===== src/rtl/hssd_pkg.sv =====
// Shared types and constants for the header sync / sum16 deframer.
// Holds the fixed sync header bytes and the field widths of the byte stream.
// No dependencies.
package hssd_pkg;

  localparam int BYTE_W = 8;
  localparam int POS_W  = 7;
  localparam int SUM_W  = 16;
  localparam int HDR_BYTES = 4;

  typedef logic [BYTE_W-1:0] byte_t;
  typedef logic [POS_W-1:0]  pos_t;
  typedef logic [SUM_W-1:0]  sum_t;

  localparam byte_t SYNC_BYTE_1 = 8'hCE;
  localparam byte_t SYNC_BYTE_2 = 8'h3A;
  localparam byte_t SYNC_BYTE_3 = 8'h55;
  localparam byte_t SYNC_BYTE_0_RESET = 8'hAA;

  // Header position codes, taken from the low bits of the frame counter
  localparam logic [1:0] HDR_POS_0 = 2'd0;
  localparam logic [1:0] HDR_POS_1 = 2'd1;
  localparam logic [1:0] HDR_POS_2 = 2'd2;
  localparam logic [1:0] HDR_POS_3 = 2'd3;

endpackage


===== src/rtl/header_sync_sum16_deframer_unit.sv =====
// Top level of the header sync / sum16 deframer: hunt, frame count, checksum.
// Depends on hssd_pkg for the header bytes and field types.
//
// Usage:
//   Input channel (in_valid/in_ready/in_rx_byte) carries one received byte per
//   transaction. The block hunts for the header {first sync byte, 0xCE, 0x3A,
//   0x55}; a mismatch drops all header bytes seen so far, the mismatching one
//   included. Header bytes give no result. Each later frame byte leaves on the
//   output channel with its position (modulo 128); the last byte of the
//   FRAME_BYTES-long frame carries frame_end and the 16-bit sum verdict.
//   Path: the byte lands in the input register at its input transaction,
//   then its result is loaded into the result register, which drives
//   out_valid. Throughput: one byte per cycle while the receiver does not
//   stall, set by the combinational compare/add/count step.
//   Receiver stall: the result register holds; one more byte is taken into
//   the input register, and header bytes keep draining since they make no
//   result. Input then stalls until the result is taken.
//   Reset (rst_n low, synchronous): both registers empty, hunting restarts at
//   header byte zero, first sync byte returns to 0xAA.
//   cfg_wr_en/cfg_wr_data write the first sync byte; write it while idle.
module header_sync_sum16_deframer_unit
  import hssd_pkg::*;
#(
  parameter int FRAME_BYTES = 128
) (
  input  logic        clk,
  input  logic        rst_n,
  input  logic        cfg_wr_en,
  input  logic [7:0]  cfg_wr_data,
  input  logic        in_valid,
  output logic        in_ready,
  input  logic [7:0]  in_rx_byte,
  output logic        out_valid,
  input  logic        out_ready,
  output logic [7:0]  out_frame_byte,
  output logic [6:0]  out_frame_position,
  output logic        out_frame_end,
  output logic        out_sum_matches
);

  localparam int CNT_W = $clog2(FRAME_BYTES);
  localparam logic [CNT_W-1:0] LAST_POS = CNT_W'(FRAME_BYTES - 1);
  localparam logic [CNT_W-1:0] CSUM_LO_POS = CNT_W'(FRAME_BYTES - 2);
  localparam logic [CNT_W-1:0] HDR_END = CNT_W'(HDR_BYTES);

  byte_t            sync0_r;
  logic             in_valid_r;
  byte_t            in_byte_r;
  logic [CNT_W-1:0] cnt_r, cnt_nxt;
  sum_t             sum_r, sum_nxt;
  byte_t            sum_lo_r, sum_lo_nxt;
  logic             out_valid_r;
  byte_t            out_byte_r;
  pos_t             out_pos_r;
  logic             out_end_r;
  logic             out_match_r;

  logic             in_header;
  logic             is_last;
  byte_t            hdr_expect;
  logic             emit;
  logic             adv;
  logic [CNT_W+POS_W-1:0] cnt_ext;
  pos_t             cur_pos;
  logic             match_now;

  always_comb begin
    case (cnt_r[1:0])
      HDR_POS_0: hdr_expect = sync0_r;
      HDR_POS_1: hdr_expect = SYNC_BYTE_1;
      HDR_POS_2: hdr_expect = SYNC_BYTE_2;
      HDR_POS_3: hdr_expect = SYNC_BYTE_3;
      default:   hdr_expect = SYNC_BYTE_3;
    endcase
  end

  assign in_header = (cnt_r < HDR_END);
  assign is_last   = (cnt_r == LAST_POS);
  assign emit      = in_valid_r && !in_header;
  // header bytes never wait on the result register
  assign adv       = in_valid_r && (in_header || !out_valid_r || out_ready);
  assign in_ready  = !in_valid_r || adv;
  assign cnt_ext   = {{POS_W{1'b0}}, cnt_r};
  assign cur_pos   = cnt_ext[POS_W-1:0];
  assign match_now = ({in_byte_r, sum_lo_r} == sum_r);

  always_comb begin
    cnt_nxt    = cnt_r;
    sum_nxt    = sum_r;
    sum_lo_nxt = sum_lo_r;
    if (in_header) begin
      if (in_byte_r == hdr_expect) begin
        cnt_nxt = cnt_r + 1'b1;
        sum_nxt = sum_r + SUM_W'(in_byte_r);
      end else begin
        // drop the partial header and hunt again
        cnt_nxt    = '0;
        sum_nxt    = '0;
        sum_lo_nxt = '0;
      end
    end else if (is_last) begin
      cnt_nxt    = '0;
      sum_nxt    = '0;
      sum_lo_nxt = '0;
    end else begin
      cnt_nxt = cnt_r + 1'b1;
      if (cnt_r < CSUM_LO_POS) begin
        sum_nxt = sum_r + SUM_W'(in_byte_r);
      end else begin
        sum_lo_nxt = in_byte_r;
      end
    end
  end

  always_ff @(posedge clk) begin
    if (!rst_n) begin
      sync0_r     <= SYNC_BYTE_0_RESET;
      in_valid_r  <= 1'b0;
      out_valid_r <= 1'b0;
      cnt_r       <= '0;
      sum_r       <= '0;
      sum_lo_r    <= '0;
    end else begin
      if (cfg_wr_en) begin
        sync0_r <= cfg_wr_data;
      end
      if (in_ready) begin
        in_valid_r <= in_valid;
      end
      if (adv) begin
        cnt_r    <= cnt_nxt;
        sum_r    <= sum_nxt;
        sum_lo_r <= sum_lo_nxt;
      end
      if (adv && emit) begin
        out_valid_r <= 1'b1;
      end else if (out_ready) begin
        out_valid_r <= 1'b0;
      end
    end
  end

  always_ff @(posedge clk) begin
    if (in_ready && in_valid) begin
      in_byte_r <= in_rx_byte;
    end
    if (adv && emit) begin
      out_byte_r  <= in_byte_r;
      out_pos_r   <= cur_pos;
      out_end_r   <= is_last;
      out_match_r <= is_last && match_now;
    end
  end

  assign out_valid          = out_valid_r;
  assign out_frame_byte     = out_byte_r;
  assign out_frame_position = out_pos_r;
  assign out_frame_end      = out_end_r;
  assign out_sum_matches    = out_match_r;

`ifndef ASSERT_OFF
  a_cnt_in_range: assert property (@(posedge clk) disable iff (!rst_n)
    cnt_r <= LAST_POS)
    else $error("frame counter beyond last position");

  a_match_only_at_end: assert property (@(posedge clk) disable iff (!rst_n)
    out_valid_r && !out_end_r |-> !out_match_r)
    else $error("sum verdict on a byte that does not end the frame");

  a_no_hold_when_free: assert property (@(posedge clk) disable iff (!rst_n)
    in_valid_r && !out_valid_r |-> adv)
    else $error("buffered byte held while result register is free");

  a_hunt_after_end: assert property (@(posedge clk) disable iff (!rst_n)
    adv && emit && is_last |=> cnt_r == '0)
    else $error("hunt did not restart after frame end");
`endif

endmodule


===== config.mk =====
export PLATFORM = sky130hd
export DESIGN_NAME = header_sync_sum16_deframer_unit
export DESIGN_NICKNAME = d
export VERILOG_FILES = /design/src/rtl/hssd_pkg.sv /design/src/rtl/header_sync_sum16_deframer_unit.sv
export SDC_FILE = /design/constraint.sdc
export NUM_CORES = 1
export LEC_CHECK = 0
export BUFFER_PORTS_ARGS = -buffer_cell sky130_fd_sc_hd__buf_2
export CORE_UTILIZATION = 40
export DETAILED_ROUTE_END_ITERATION = 10
export GPL_TIMING_DRIVEN = 0
export PLACE_DENSITY_LB_ADDON = 0.3
export SETUP_SLACK_MARGIN = 0.15
export SYNTH_ARGS = -nofsm -noshare
export SYNTH_HDL_FRONTEND = slang
export SYNTH_SLANG_ARGS = --single-unit

===== constraint.sdc =====
create_clock -name clk -period 5.9 [get_ports clk]
set_input_delay 0.885 -clock clk [delete_from_list [all_inputs] [get_ports clk]]
set_output_delay 0.885 -clock clk [all_outputs]
set_load 0.01 [all_outputs]

# After elaboration in Yosys (flattened, before gate mapping)
# Cells that the tools add are included.
[word_totals]
out_inout_bits = 19
regBits = 66
[op_classes]
order_cmp = 2
n_reduce_logical = 16
muxes = 14
n_addsub = 2
n_eq_ne = 8
[op_table]
columns = ["operator", "n"]
rows = [
  ["$mux 16", 4],
  ["$mux 8", 4],
  ["$pmux 8 s4", 1],
  ["$mux 7", 3],
  ["$add 16x8->16", 1],
  ["$eq 16x16->1", 1],
  ["$eq 8x8->1", 1],
  ["$add 7x1->7 const B", 1],
  ["$eq 7x7->1 const B", 1],
  ["$lt 7x3->1 const B", 1],
  ["$lt 7x7->1 const B", 1],
  ["$logic_and 1x1->1", 5],
  ["$eq 2x2->1 const B", 2],
  ["$logic_not 1->1", 3],
  ["$logic_or 1x1->1", 3],
  ["$ne 3x3->1 const B", 1],
  ["$reduce_and 3->1", 1],
  ["$reduce_bool 3->1", 1],
  ["$eq 2x1->1 const B", 1],
  ["$logic_not 2->1", 1],
  ["$mux 1", 2],
  ["$ne 2x2->1 const B", 1],
  ["$reduce_and 2->1", 1],
  ["$reduce_bool 2->1", 1],
]

# Longest topological paths before layout
[logic_depth]
depth_word = 6
mapped_depth = 10
mapped_depth_nobuf = 9

# Worst setup path after synthesis
# Ideal clock, no wire load.
[synth_path]
path_kind = "input -> register"
start = "input out_ready"
end = "register out_byte_r[0] (netlist: out_frame_byte[0]) (enable)"
n_path_buf = 0
setup_time_ns = 0.391
t_arrival_ns = 1.956
required_time_ns = 5.509
stages = 3
setup_slack_ns = 3.553
path_cell_list = "nand2b_1 > a22oi_1 > nor2_1"
[synth_between]
elab_chain_cells = 3
[synth_lines]
columns = ["element", "line", "rtl"]
rows = [
  ["start: declaration", "header_sync_sum16_deframer_unit.sv:34", "input logic out_ready,"],
  ["$logic_or 1x1->1", "header_sync_sum16_deframer_unit.sv:81", "assign adv = in_valid_r && (in_header || !out_valid_r || out_ready);"],
  ["$logic_and 1x1->1", "header_sync_sum16_deframer_unit.sv:81", ""],
  ["$logic_and 1x1->1", "header_sync_sum16_deframer_unit.sv:147", "if (adv && emit) begin"],
  ["end signal: assignment", "header_sync_sum16_deframer_unit.sv:148", "out_byte_r <= in_byte_r;"],
  ["end: declaration", "header_sync_sum16_deframer_unit.sv:53", "byte_t out_byte_r;"],
]
# Every way passes these cells.
# A chain may end at the register's enable or synchronous reset.

# Worst setup path after layout
[layout_path]
start = "register cnt_r[2]"
end = "output in_ready"
[layout_between]
elab_chain_cells = 5
[layout_lines]
columns = ["element", "line", "rtl"]
rows = [
  ["start: declaration", "header_sync_sum16_deframer_unit.sv:49", "logic [CNT_W-1:0] cnt_r, cnt_nxt;"],
  ["start signal: assignment", "header_sync_sum16_deframer_unit.sv:131", "cnt_r <= cnt_nxt;"],
  ["$lt 7x3->1", "header_sync_sum16_deframer_unit.sv:77", "assign in_header = (cnt_r < HDR_END);"],
  ["$logic_or 1x1->1 (2 in a row)", "header_sync_sum16_deframer_unit.sv:81", ""],
  ["$logic_and 1x1->1", "header_sync_sum16_deframer_unit.sv:81", ""],
  ["$logic_or 1x1->1", "header_sync_sum16_deframer_unit.sv:82", "assign in_ready = !in_valid_r || adv;"],
  ["end: declaration", "header_sync_sum16_deframer_unit.sv:31", "output logic in_ready,"],
]
# Every way passes these cells.

==> results.py <==
metrics = {
    "global_routing": {
        "grt_max_degree": 13,
        "track_usage": 0.172,
        "grt_pass1_wl_microns": 11200,
        "antenna_found_initial": 0,
        "grt_overflow": 0,
        "first_global_vias": 2331,
    },
    "worst_setup_path": {
        "cp_data_required_time_ns": 5.02,
        "critical_path.max_fanout": 9,
        "crit_type": "register to primary output",
        "reg2reg_from": "cnt_r[1]$_SDFFE_PN0P_",
        "cp-end-kind": "primary output",
        "crit_end": "in_ready",
        "crit_start": "cnt_r[2]$_SDFFE_PN0P_",
        "r2r_setup_slack_ns": 3.25,
        "ff2ff_path_depth": 10,
        "cp_data_arrival_time_ns": 1.93,
        "critPathLaunchType": "register",
        "timing.rr.end": "sum_r[8]$_SDFFE_PN0P_",
    },
    "cts": {
        "post_cts_buffers": 0,
        "clock-sinks": 66,
        "cts_tree": "done",
        "numCtsBuffers": 9,
        "clkLatencyLatePin_ns": 0.34,
        "cts-resized-gates": 0,
        "cts_max_level": 3,
        "cts_hold_buf": 0,
        "clockBufferDepth": 2,
        "clk_pin_slew_ns": 0.07,
        "cts_root_buf": "clkbuf_8",
    },
    "route": {
        "via_count": 2484,
        "ant_nets": 0,
        "drt-pass1-iter-count": 4,
        "drt-initial-drc-count": 111,
        "drc": 0,
        "vias_per_cell": 5.15,
        "wl_per_cell_microns": 14.0,
        "wl_microns": 6750,
    },
    "finish": {
        "diodes": 0,
        "drive_gt1_frac": 0.179,
        "area_growth_pct": 18.1,
        "layout_common_cells": "buf_2, dfxtp_1, nand2_1",
        "fillers": 735,
        "nets": 409,
        "final_cells": 482,
    },
    "floorplan": {
        "fp.dieH_microns": 92.6,
        "initial_core_util": 0.418,
        "die_w_microns": 92.6,
        "rows": 32,
        "core-area_sq_um": 7850,
        "ios": 40,
        "die_area_sq_um": 8570,
    },
    "pwr": {
        "p_switching_mw": 0.238,
        "intPower_mw": 0.845,
        "peakVddDrop_mv": 0.181,
        "p_per_area_nw_per_um2": 280,
        "p_clk_frac": 0.457,
        "power_frac_comb": 0.080,
        "seqPwrFrac": 0.463,
        "switching_share": 0.220,
        "leakage_nw": 1.53,
    },
    "timing": {
        "tightest_slew_ns": 1.06,
        "relSlewSlack": 0.287,
        "drv_slew": 0,
        "tns_ns": 0,
        "finClkSkew_ns": 0.00813,
        "fmax_mhz": 356,
        "setup_viol": 0,
        "finalHoldViolCount": 0,
        "finalCritPeriodShare": 0.477,
        "period_needed_ns": 2.81,
        "grt_setup_unrepaired": "no",
    },
    "outcome": {
        "status": "finished, final reports clean",
    },
    "synthesis": {
        "synthCells": 325,
        "ys_seq_elements": 66,
        "synth_area_per_cell_sq_um": 10.1,
        "synthesis.area_sq_um": 3280,
        "synth_edf_count": 25,
        "ys.flop_type": "dfxtp_1",
        "async_flop_share": 0,
        "syn-num-nets": 359,
        "yosys_warnings": 0,
        "ys_types": 54,
        "seq_area_frac_synth": 0.479,
        "synth_top_area_share": 0.250,
        "synth.largest_area_cell": "dfxtp_1",
        "yosys-top-cells-area": "dfxtp_1, edfxtp_1, xor2_1",
    },
    "placement": {
        "dp.cells": 466,
        "routabilityCongestion": 0.827,
        "port_buffers": 38,
        "dp_hpwl_microns": 5070,
    },
    "job": {
        "max-cap-violations": 0,
    },
    "hold_path": {
        "hold_class": "register to register",
    },
}
[stage by stage]
step | utilization | hold WS [ns] | setup slack (ns) | cell area [sq um] | total power [mW]
6_report | 0.494 | 0.476 | 3.09 | 3870 | 1.08
5_1_grt | 0.494 | 0.493 | 2.96 | 3870 | 1.13
4_1_cts | 0.494 | 0.474 | 3.09 | 3870 | 1.09
3_5_place_dp | 0.460 | 0.462 | 3.28 | 3610 | 0.598
3_3_place_gp | 0.459 | 0.460 | 3.00 | 3600 | 0.596
2_1_floorplan | - | 0.441 | 3.55 | 3280 | 0.571
[worst min-delay path by stage]
stage                                   startpoint                       end  depth (start not counted)
after floorplan            sync0_r[5]$_SDFFE_PN1P_   sync0_r[5]$_SDFFE_PN1P_                          2
after global placement    sum_lo_r[6]$_SDFFE_PN0P_  sum_lo_r[6]$_SDFFE_PN0P_                          2
after detailed placement  sum_lo_r[7]$_SDFFE_PN0P_  sum_lo_r[7]$_SDFFE_PN0P_                          2
after CTS                 sum_lo_r[7]$_SDFFE_PN0P_  sum_lo_r[7]$_SDFFE_PN0P_                          2
after global routing      sum_lo_r[5]$_SDFFE_PN0P_  sum_lo_r[5]$_SDFFE_PN0P_                          2
final                     sum_lo_r[7]$_SDFFE_PN0P_  sum_lo_r[7]$_SDFFE_PN0P_                          2
[power groups by stage]
| stage | sequential (mW) | clock, mW | combinational [mW] |
|---|---|---|---|
| global route | 0.503 | 0.529 | 0.0977 |
| detailed placement | 0.512 | 0 | 0.0862 |
| CTS | 0.502 | 0.502 | 0.0866 |
| finish | 0.502 | 0.495 | 0.0866 |
| floorplan | 0.504 | 0 | 0.0668 |
| global placement | 0.512 | 0 | 0.0841 |
[synthesized netlist by cell type (5+ instances only)]
library cell / number
nor2b_1: 11
xnor2_1: 9
o21ai_1: 10
a21oi_1: 11
nand3_1: 14
o31ai_1: 5
nand2_1: 27
ha_1: 12
a31oi_1: 5
or3_1: 6
nor2_1: 24
inv_1: 22
mux2i_1: 11
dfxtp_1: 41
edfxtp_1: 25
nor3_1: 8
xor2_1: 26
[critical path: stages (launching register included)]
cell and delay (ns):
dfxtp_1 0.38, or3_1 0.40, or3_1 0.31, clkbuf_1 0.21, nand3_1 0.15, buf_2 0.14
[cells by family (layout without fill, tap and decap cells)]
logic type,after synthesis,count (layout),share of synthesized area
AND/OR/NAND/NOR,110,110,0.173
flip-flops,66,66,0.479
AO/OA/AOI/OAI,57,57,0.127
XOR/XNOR,35,35,0.0934
buffers and inverters,32,87,0.0389
adder cells (fa/ha/maj),13,13,0.0519
multiplexers,12,12,0.0370
[sequential cells by signal, summed over array words and instances (netlist names)]
name and flops:
sum_r 16, in_byte_r 8, out_frame_byte 8, sum_lo_r 8, sync0_r 8, cnt_r 7, out_frame_position 7, in_valid_r 1
out_frame_end 1, out_sum_matches 1, out_valid 1
[area by class of cell]
type	count	area [sq um]	area share
timing repair buffer	39	201	0.0520
sequential	66	1570	0.406
clock inverter	7	140	0.0362
tap	102	128	0.0329
inverter	23	86.3	0.0223
multi-input combinational	227	1580	0.408
clock buffer	9	124	0.0320
buffer	9	41.3	0.0107
[layer usage]
| metal | wire, microns | part of all wire | track usage |
|---|---|---|---|
| met1 | 3220 | 0.48 | 0.219 |
| met2 | 3150 | 0.47 | 0.281 |
| met3 | 228 | 0.034 | 0.0345 |
| met4 | 138 | 0.020 | 0.0755 |
| met5 | 0 | 0 | 0 |
Power figures use the tool's default switching activity.
